`config.mk`:
```
export PLATFORM = sky130hd
export DESIGN_NAME = servo_control_mixer
export DESIGN_NICKNAME = d
export VERILOG_FILES = /design/src/rtl/scm_pkg.sv /design/src/rtl/scm_mix.sv /design/src/rtl/servo_control_mixer.sv
export VERILOG_INCLUDE_DIRS = /design/src /design/src/rtl
export SDC_FILE = /design/constraint.sdc
export NUM_CORES = 1
export LEC_CHECK = 0
export BUFFER_PORTS_ARGS = -buffer_cell sky130_fd_sc_hd__buf_2
export CORE_MARGIN = 5
export CORE_UTILIZATION = 46
export CTS_BUF_LIST = sky130_fd_sc_hd__clkbuf_4
export CTS_CLUSTER_DIAMETER = 80
export DETAILED_ROUTE_END_ITERATION = 12
export SKIP_CTS_REPAIR_TIMING = 1
export SLEW_MARGIN = 0
export SYNTH_ARGS = -nofsm -noshare
export SYNTH_HDL_FRONTEND = slang
export SYNTH_SLANG_ARGS = --single-unit
```
`constraint.sdc`:
```
create_clock -name clk -period 9.09 [get_ports clk]
set_input_delay 0.4545 -clock clk [delete_from_list [all_inputs] [get_ports clk]]
set_output_delay 0.4545 -clock clk [all_outputs]
set_load 0.02 [all_outputs]
```
`src/rtl/servo_control_mixer_assert.svh`:
```
// Assertion helpers, clocked on clk and held off while rst_n is low.
`ifndef SERVO_CONTROL_MIXER_ASSERT_SVH
`define SERVO_CONTROL_MIXER_ASSERT_SVH

// ante in this cycle implies cons in the same cycle
`define SCM_ASSERT_SAME(lbl, ante, cons, msg) \
    lbl: assert property (@(posedge clk) disable iff (!rst_n) (ante) |-> (cons)) \
        else $error(msg);

// ante in this cycle implies cons in the next cycle
`define SCM_ASSERT_NEXT(lbl, ante, cons, msg) \
    lbl: assert property (@(posedge clk) disable iff (!rst_n) (ante) |=> (cons)) \
        else $error(msg);

`endif

```
`src/rtl/scm_pkg.sv`:
```
package scm_pkg;

    localparam int PW_W  = 13;
    localparam int CMD_W = 16;
    // internal sum width: boosted base plus three command terms, with margin
    localparam int SUM_W = 24;

    localparam logic [PW_W-1:0] NEUTRAL   = 13'd3000;
    localparam logic [PW_W-1:0] FIELD_MAX = 13'd8191;

    // register indexes
    localparam logic [2:0] REG_AIRFRAME_MODE  = 3'd0;
    localparam logic [2:0] REG_REVERSE_MASK   = 3'd1;
    localparam logic [2:0] REG_TRIM_AILERON   = 3'd2;
    localparam logic [2:0] REG_TRIM_ELEVATOR  = 3'd3;
    localparam logic [2:0] REG_TRIM_RUDDER    = 3'd4;
    localparam logic [2:0] REG_TRIM_THROTTLE  = 3'd5;
    localparam logic [2:0] REG_TRIM_SECONDARY = 3'd6;

    // airframe modes
    localparam logic [1:0] MODE_STANDARD = 2'd0;
    localparam logic [1:0] MODE_VTAIL    = 2'd1;
    localparam logic [1:0] MODE_DELTA    = 2'd2;
    localparam logic [1:0] MODE_HELI     = 2'd3;

    // reverse mask bit positions
    localparam int REV_AILERON   = 0;
    localparam int REV_SECONDARY = 1;
    localparam int REV_ELEVATOR  = 2;
    localparam int REV_RUDDER    = 3;
    localparam int REV_THROTTLE  = 4;
    localparam int REV_SURFACE   = 5;

    typedef struct packed {
        logic [1:0]      airframe_mode;
        logic [5:0]      reverse_mask;
        logic [PW_W-1:0] trim_aileron;
        logic [PW_W-1:0] trim_elevator;
        logic [PW_W-1:0] trim_rudder;
        logic [PW_W-1:0] trim_throttle;
        logic [PW_W-1:0] trim_secondary;
    } cfg_t;

    typedef struct packed {
        logic                    link_ok;
        logic                    stabilized;
        logic [PW_W-1:0]         aileron_in;
        logic [PW_W-1:0]         elevator_in;
        logic [PW_W-1:0]         rudder_in;
        logic [PW_W-1:0]         throttle_in;
        logic [PW_W-1:0]         secondary_in;
        logic signed [CMD_W-1:0] roll_cmd;
        logic signed [CMD_W-1:0] pitch_cmd;
        logic signed [CMD_W-1:0] yaw_cmd;
        logic signed [CMD_W-1:0] waggle_cmd;
        logic signed [CMD_W-1:0] altitude_cmd;
    } cmd_t;

    typedef struct packed {
        logic [PW_W-1:0] aileron_out;
        logic [PW_W-1:0] secondary_out;
        logic [PW_W-1:0] elevator_out;
        logic [PW_W-1:0] rudder_out;
        logic [PW_W-1:0] throttle_out;
    } servo_t;

endpackage

```
`src/rtl/scm_mix.sv`:
```
module scm_mix #(
    parameter int PULSE_MIN     = 2000,
    parameter int PULSE_MAX     = 4000,
    parameter int AILERON_GAIN  = 0,
    parameter int ELEVATOR_GAIN = 0,
    parameter int RUDDER_GAIN   = 0
) (
    input  scm_pkg::cfg_t   cfg,
    input  scm_pkg::cmd_t   cmd,
    output scm_pkg::servo_t servo
);
    import scm_pkg::*;

    localparam logic signed [SUM_W-1:0] LO       = SUM_W'(PULSE_MIN);
    localparam logic signed [SUM_W-1:0] HI       = SUM_W'(PULSE_MAX);
    localparam logic signed [SUM_W-1:0] A_GAIN   = SUM_W'(AILERON_GAIN);
    localparam logic signed [SUM_W-1:0] E_GAIN   = SUM_W'(ELEVATOR_GAIN);
    localparam logic signed [SUM_W-1:0] R_GAIN   = SUM_W'(RUDDER_GAIN);
    localparam logic signed [SUM_W-1:0] ZERO_X   = '0;
    localparam logic signed [SUM_W-1:0] NEUT_X   = {{(SUM_W-PW_W){1'b0}}, NEUTRAL};
    localparam logic signed [SUM_W-1:0] FMAX_X   = {{(SUM_W-PW_W){1'b0}}, FIELD_MAX};

    function automatic logic signed [SUM_W-1:0] ext_pw(input logic [PW_W-1:0] v);
        return $signed({{(SUM_W-PW_W){1'b0}}, v});
    endfunction

    function automatic logic signed [SUM_W-1:0] ext_cmd(input logic [CMD_W-1:0] v);
        return $signed({{(SUM_W-CMD_W){v[CMD_W-1]}}, v});
    endfunction

    function automatic logic signed [SUM_W-1:0] rev(input logic neg,
                                                   input logic signed [SUM_W-1:0] v);
        return neg ? -v : v;
    endfunction

    // upper limit first, then lower, so a crossed pair of limits gives the lower one
    function automatic logic [PW_W-1:0] clamp(input logic signed [SUM_W-1:0] v,
                                              input logic signed [SUM_W-1:0] lo,
                                              input logic signed [SUM_W-1:0] hi);
        logic signed [SUM_W-1:0] t;
        t = v;
        if (t > hi)
            t = hi;
        if (t < lo)
            t = lo;
        return t[PW_W-1:0];
    endfunction

    logic                    boost_en;
    logic signed [SUM_W-1:0] ma, me, mr, mt, ms;
    logic signed [SUM_W-1:0] prod_a, prod_e, prod_r;
    logic signed [SUM_W-1:0] ba, be, br;
    logic signed [SUM_W-1:0] roll, pitch, yaw, wag, alt;
    logic signed [SUM_W-1:0] roll_adj, pitch_adj, hr, hp;
    logic signed [SUM_W-1:0] vy, dr;
    logic [5:0]              rm;
    logic [PW_W-1:0]         ail, sec, ele, rud, thr;

    assign rm       = cfg.reverse_mask;
    assign boost_en = cmd.link_ok & cmd.stabilized;

    assign ma = ext_pw(cmd.link_ok ? cmd.aileron_in   : cfg.trim_aileron);
    assign me = ext_pw(cmd.link_ok ? cmd.elevator_in  : cfg.trim_elevator);
    assign mr = ext_pw(cmd.link_ok ? cmd.rudder_in    : cfg.trim_rudder);
    assign mt = ext_pw(cmd.link_ok ? cmd.throttle_in  : cfg.trim_throttle);
    assign ms = ext_pw(cmd.link_ok ? cmd.secondary_in : cfg.trim_secondary);

    // stick boost: base + floor(((base - trim) * gain) / 8)
    assign prod_a = (ma - ext_pw(cfg.trim_aileron))  * A_GAIN;
    assign prod_e = (me - ext_pw(cfg.trim_elevator)) * E_GAIN;
    assign prod_r = (mr - ext_pw(cfg.trim_rudder))   * R_GAIN;

    assign ba = boost_en ? ma + (prod_a >>> 3) : ma;
    assign be = boost_en ? me + (prod_e >>> 3) : me;
    assign br = boost_en ? mr + (prod_r >>> 3) : mr;

    assign roll  = ext_cmd(cmd.roll_cmd);
    assign pitch = ext_cmd(cmd.pitch_cmd);
    assign yaw   = ext_cmd(cmd.yaw_cmd);
    assign wag   = ext_cmd(cmd.waggle_cmd);
    assign alt   = ext_cmd(cmd.altitude_cmd);

    // halving toward zero: add one to negatives before the arithmetic shift
    assign roll_adj  = roll  + $signed({{(SUM_W-1){1'b0}}, roll[SUM_W-1]});
    assign pitch_adj = pitch + $signed({{(SUM_W-1){1'b0}}, pitch[SUM_W-1]});
    assign hr        = roll_adj  >>> 1;
    assign hp        = pitch_adj >>> 1;

    assign vy = rev(rm[REV_SURFACE], yaw);
    assign dr = rev(rm[REV_SURFACE], roll);

    always_comb
    begin
        ail = '0;
        sec = '0;
        ele = '0;
        rud = '0;
        unique case (cfg.airframe_mode)
            MODE_STANDARD:
            begin
                ail = clamp(ba + rev(rm[REV_AILERON], roll + wag), LO, HI);
                sec = clamp(NEUT_X + rev(rm[REV_SECONDARY], ext_pw(ail) - NEUT_X),
                            ZERO_X, FMAX_X);
                ele = clamp(be + rev(rm[REV_ELEVATOR], pitch), LO, HI);
                rud = clamp(br + rev(rm[REV_RUDDER], yaw - wag), LO, HI);
            end
            MODE_VTAIL:
            begin
                ail = clamp(ba + rev(rm[REV_AILERON], roll + wag), LO, HI);
                sec = clamp(NEUT_X + rev(rm[REV_SECONDARY], ext_pw(ail) - NEUT_X),
                            ZERO_X, FMAX_X);
                ele = clamp(be + rev(rm[REV_ELEVATOR], pitch + vy), LO, HI);
                rud = clamp(br + rev(rm[REV_RUDDER], pitch - vy), LO, HI);
            end
            MODE_DELTA:
            begin
                ail = clamp(ba + rev(rm[REV_AILERON], pitch - dr - wag), LO, HI);
                sec = NEUTRAL;
                ele = clamp(be + rev(rm[REV_ELEVATOR], dr + pitch + wag), LO, HI);
                rud = clamp(br + rev(rm[REV_RUDDER], yaw), LO, HI);
            end
            MODE_HELI:
            begin
                // secondary takes the unboosted base and the field range only
                ail = clamp(ba + rev(rm[REV_AILERON], hr + hp), LO, HI);
                sec = clamp(ms + rev(rm[REV_SECONDARY], hp - hr), ZERO_X, FMAX_X);
                ele = clamp(be + rev(rm[REV_ELEVATOR], pitch), LO, HI);
                rud = clamp(br, LO, HI);
            end
        endcase
    end

    // a zero throttle base means motor off
    assign thr = (mt == ZERO_X) ? '0 : clamp(mt + rev(rm[REV_THROTTLE], alt), LO, HI);

    assign servo.aileron_out   = ail;
    assign servo.secondary_out = sec;
    assign servo.elevator_out  = ele;
    assign servo.rudder_out    = rud;
    assign servo.throttle_out  = thr;

endmodule

```
`src/rtl/servo_control_mixer.sv`:
```
// A word taken into the input register moves on to the result register, which
// offers it on servo. Throughput: one word per cycle unless servo stalls; the
// mix is a single pass between the two registers, with no loop or shared unit.
// Backpressure on servo stalls cmd only once both registers hold a word.
// Reset clears both valid flags and loads the register defaults at once.
`include "servo_control_mixer_assert.svh"

module servo_control_mixer #(
    parameter int PULSE_MIN     = 2000,
    parameter int PULSE_MAX     = 4000,
    parameter int AILERON_GAIN  = 0,
    parameter int ELEVATOR_GAIN = 0,
    parameter int RUDDER_GAIN   = 0
) (
    input  logic            clk,
    input  logic            rst_n,
    input  logic            cmd_valid,
    output logic            cmd_stall,
    input  scm_pkg::cmd_t   cmd,
    output logic            servo_valid,
    input  logic            servo_stall,
    output scm_pkg::servo_t servo,
    input  logic            cfg_we,
    input  logic [2:0]      cfg_index,
    input  logic [12:0]     cfg_data
);
    import scm_pkg::*;

    localparam logic [PW_W-1:0] PMIN_PW = PW_W'(PULSE_MIN);
    localparam logic [PW_W-1:0] PMAX_PW = PW_W'(PULSE_MAX);

    localparam cfg_t CFG_RESET = '{
        airframe_mode:  MODE_STANDARD,
        reverse_mask:   6'd0,
        trim_aileron:   NEUTRAL,
        trim_elevator:  NEUTRAL,
        trim_rudder:    NEUTRAL,
        trim_throttle:  13'd0,
        trim_secondary: NEUTRAL
    };

    cfg_t   cfg_reg, cfg_next;
    logic   in_valid_reg, in_valid_next;
    cmd_t   in_reg;
    logic   out_valid_reg, out_valid_next;
    servo_t out_reg;
    servo_t mix_result;
    logic   out_adv, in_adv;

    // configuration registers
    always_comb
    begin
        cfg_next = cfg_reg;
        if (cfg_we)
        begin
            unique case (cfg_index)
                REG_AIRFRAME_MODE:  cfg_next.airframe_mode  = cfg_data[1:0];
                REG_REVERSE_MASK:   cfg_next.reverse_mask   = cfg_data[5:0];
                REG_TRIM_AILERON:   cfg_next.trim_aileron   = cfg_data;
                REG_TRIM_ELEVATOR:  cfg_next.trim_elevator  = cfg_data;
                REG_TRIM_RUDDER:    cfg_next.trim_rudder    = cfg_data;
                REG_TRIM_THROTTLE:  cfg_next.trim_throttle  = cfg_data;
                REG_TRIM_SECONDARY: cfg_next.trim_secondary = cfg_data;
                default:            cfg_next = cfg_reg;
            endcase
        end
    end

    always_ff @(posedge clk or negedge rst_n)
    begin
        if (!rst_n)
            cfg_reg <= CFG_RESET;
        else
            cfg_reg <= cfg_next;
    end

    // two-register pipe: result register moves when empty or taken
    assign out_adv   = !out_valid_reg || !servo_stall;
    assign in_adv    = !in_valid_reg || out_adv;
    assign cmd_stall = !in_adv;

    assign in_valid_next  = in_adv  ? cmd_valid    : in_valid_reg;
    assign out_valid_next = out_adv ? in_valid_reg : out_valid_reg;

    always_ff @(posedge clk or negedge rst_n)
    begin
        if (!rst_n)
        begin
            in_valid_reg  <= 1'b0;
            out_valid_reg <= 1'b0;
        end
        else
        begin
            in_valid_reg  <= in_valid_next;
            out_valid_reg <= out_valid_next;
        end
    end

    always_ff @(posedge clk)
    begin
        if (in_adv && cmd_valid)
            in_reg <= cmd;
        if (out_adv && in_valid_reg)
            out_reg <= mix_result;
    end

    scm_mix #(
        .PULSE_MIN     (PULSE_MIN),
        .PULSE_MAX     (PULSE_MAX),
        .AILERON_GAIN  (AILERON_GAIN),
        .ELEVATOR_GAIN (ELEVATOR_GAIN),
        .RUDDER_GAIN   (RUDDER_GAIN)
    ) u_mix (
        .cfg   (cfg_reg),
        .cmd   (in_reg),
        .servo (mix_result)
    );

    assign servo_valid = out_valid_reg;
    assign servo       = out_reg;

    `SCM_ASSERT_SAME(a_stall_only_when_full, cmd_stall, in_valid_reg && out_valid_reg,
        "cmd stalled with a free register")
    `SCM_ASSERT_NEXT(a_input_moves_on, in_valid_reg && !out_valid_reg, out_valid_reg,
        "word did not move to result register")
    `SCM_ASSERT_SAME(a_throttle_range, servo_valid,
        servo.throttle_out == '0 || servo.throttle_out == PMIN_PW ||
        (servo.throttle_out >= PMIN_PW && servo.throttle_out <= PMAX_PW),
        "throttle outside pulse limits")
    `SCM_ASSERT_SAME(a_aileron_range, servo_valid,
        servo.aileron_out == PMIN_PW ||
        (servo.aileron_out >= PMIN_PW && servo.aileron_out <= PMAX_PW),
        "aileron outside pulse limits")

endmodule

```
==> impl_metrics.ini <==
[timing]
post-route-min-period_ns = 8.380
fmax_mhz = 119.3
hold_viol = 0
setup_ws_ns = 0.7105
setup_tns_ns = 0
maxSlewViolCount = 0
clock_skew_ns = 0.08577
relSlewSlack_pct = 19.57
setup_viol_count_final = 0
fin_crit_sh_pct = 92.18
grt_setup_unrepaired = false
tightest_slew_ns = 1.200

[power]
power_density_mw_per_mm2 = 295.9
leakage_nw = 16.95
irDropWorstVdd_v = 0.0001437

[floorplanning]
die_area_mm2 = 0.08252
rows = 101
start_util_pct = 46.49
dieWidth_um = 287.3
die_height_um = 287.3
core_mm2 = 0.07608
io_pins = 235

[critical_path]
endpoint = servo[42]$_DFFE_PP_
crit_required_ns = 9.58
critPathMaxFanout = 12
r2r_cells = 33
crit_start = in_reg[16]$_DFFE_PP_
path_class = flip-flop to flip-flop
critical_path.endpoint_type = flip-flop
r2r_slack_ns = 0.71
arrival_ns = 8.87
start_kind = flip-flop
timing.rr.start = in_reg[16]$_DFFE_PP_
critPathMaxStageDelay_ns = 0.56
critPathSlowestCell = edfxtp_1
r2r-end = servo[42]$_DFFE_PP_

[logic_synthesis]
synth_area_per_cell_um2 = 8.456
netlist_instances = 4182
ys.warnings.count = 0
synth_area_leader_cell = edfxtp_1
synth-async-reset-ratio_pct = 26.22
synth_area_leaders = edfxtp_1, ha_1, xnor2_1, mux2_2, o21ai_0
synth_cell_types = 118
synth-edff-count = 211
syn_area_mm2 = 0.03536
ys.flop_type = edfxtp_1
yosysSeqAreaShare_pct = 23.32
synth_top_area_share_pct = 17.92
synth_seq_cells = 286

[clocking]
cts_inserted_buffers = 78
cts_sinks = 286
cts.clk_slew.worst_paths_ns = 0.06
cts_tree = yes
cts_buffer_depth = 3
insertion_delay_ns = 0.84
h-tree-depth = 3
root_buffer = clkbuf_4

[detailed_routing]
postRouteAntennaNets = 0
drt-wirelength-per-cell_um = 19.73
route.detailed.drc = 0
routed_via_density = 5.659
drt_iter0_markers = 2028
wl_um = 111900
vias = 32090
dr.pass1.iters = 6

[global_route]
grt_max_degree = 70
grt_overflow_total = 0
grt_use_total_pct = 25.91
grt_pass1_vias = 30210
antenna_found_initial = 7
grt_pass1_wl_um = 169100

[cells_and_area]
final_common_cell = inv_1
drive_gt1_share_pct = 14.82
postLayoutCoreUtil_pct = 52.93
fillers = 7318
area_delta_synth_final_pct = 13.87
register_area_mm2 = 0.008250
stdcell_area_mm2 = 0.04027
nets = 5130
final_cell_count_no_fill = 5671
layout_common_cells = inv_1, xnor2_1, ha_1
multiInputGateArea_mm2 = 0.02532
largest_reg_flops = 146

[placed_design]
place_congestion = 0.9498
post_dp_cell_area_mm2 = 0.03766
pre_cts_slack_ns = 0.5918
place_hpwl_um = 89420
port_buffers = 233
placed_cells = 5368

[run_status]
status = completed

[run]
drv_cap = 0

[hold_path]
hold_path.class = input port to flip-flop
==> cells by family (layout without fill, tap and decap cells) <==
family,count (synthesis),in the layout,synth area share [%]
AND/OR/NAND/NOR,1243,1243,18.02
XOR/XNOR,477,477,11.81
AO/OA/AOI/OAI,1137,1137,21.44
flip-flops,286,286,23.32
multiplexers,162,162,5.067
adder cells (fa/ha/maj),389,389,15.11
other,1,9,0.01060
buffers and inverters,487,938,5.219
==> critical path: cells and delay by family (launching register included) <==
family                   cells  cell delay [ns]
buffers and inverters        3             0.43
flip-flops                   1             0.56
adder cells (fa/ha/maj)      4             1.17
AND/OR/NAND/NOR             10             2.35
XOR/XNOR                     2             0.44
AO/OA/AOI/OAI               14             3.07
==> per-layer routing <==
layer / routed length (µm) / vias to the layer above / share of wire, % / track usage [%]
li1: - / 15920 / - / -
met1: 48210 / 15160 / 43 / 32.95
met2: 53600 / 796 / 48 / 45.08
met3: 4636 / 218 / 4.1 / 2.554
met4: 5396 / 4 / 4.8 / 10.79
met5: 25 / - / 0.022 / 0
==> final cells by class <==
class | count | share of cell area (%)
clock buffers | 116 | 2.163
flip-flops and latches | 286 | 20.49
clock inverters | 25 | 0.3418
inverters | 375 | 3.496
diodes | 5 | 0.03107
well taps | 1030 | 3.200
repair buffers | 422 | 7.401
multi-input cells | 3412 | 62.88
==> per-stage QoR <==
stage                     hold slack, ns  power (W)
final                            0.06913    0.01191
after global routing            0.006138    0.01301
after CTS                        -0.6146    0.01183
after detailed placement          0.3441    0.01054
after global placement            0.3435    0.01052
after floorplan                   0.1589   0.008542
==> Yosys cell counts (44+ instances only) <==
cell      instances
nand3_1          95
clkbuf_1         94
nor2_1          277
xor2_1          110
ha_1            323
a21o_1           95
fa_1             64
o21ai_0         287
xnor2_1         367
inv_1           374
mux2_2          135
edfxtp_1        211
o31ai_1          54
nand2_1         320
a21oi_1         242
nand2b_1         64
nor2b_1          52
o21bai_1         50
dfrtp_1          47
or3_1            44
nor3_1           99
o21a_1           44
==> report_power, final <==
group / leakage (nW) / internal, W / switching (W)
combinational: 13.5 / 0.00345 / 0.00548
sequential: 2.87 / 0.00166 / 0.000132
clock: 0.600 / 0.000592 / 0.000600
==> how the worst min path moves through the flow <==
stage | from | cells after the start | slack, ns | to
6_report | cfg_data[7] | 2 | 0.07 | cfg_reg[20]$_DFFE_PN0P_
5_1_grt | cfg_data[7] | 2 | 0.006 | cfg_reg[20]$_DFFE_PN0P_
4_1_cts | rst_n | 1 | -0.61 | cfg_reg[32]$_DFFE_PN0P_
3_5_place_dp | rst_n | 1 | 0.34 | servo_valid$_DFFE_PN0P_
3_3_place_gp | rst_n | 1 | 0.34 | servo_valid$_DFFE_PN0P_
2_1_floorplan | rst_n | 0 | 0.16 | cfg_reg[0]$_DFFE_PN0P_
Note: power is estimated with default switching activity, not from simulation.
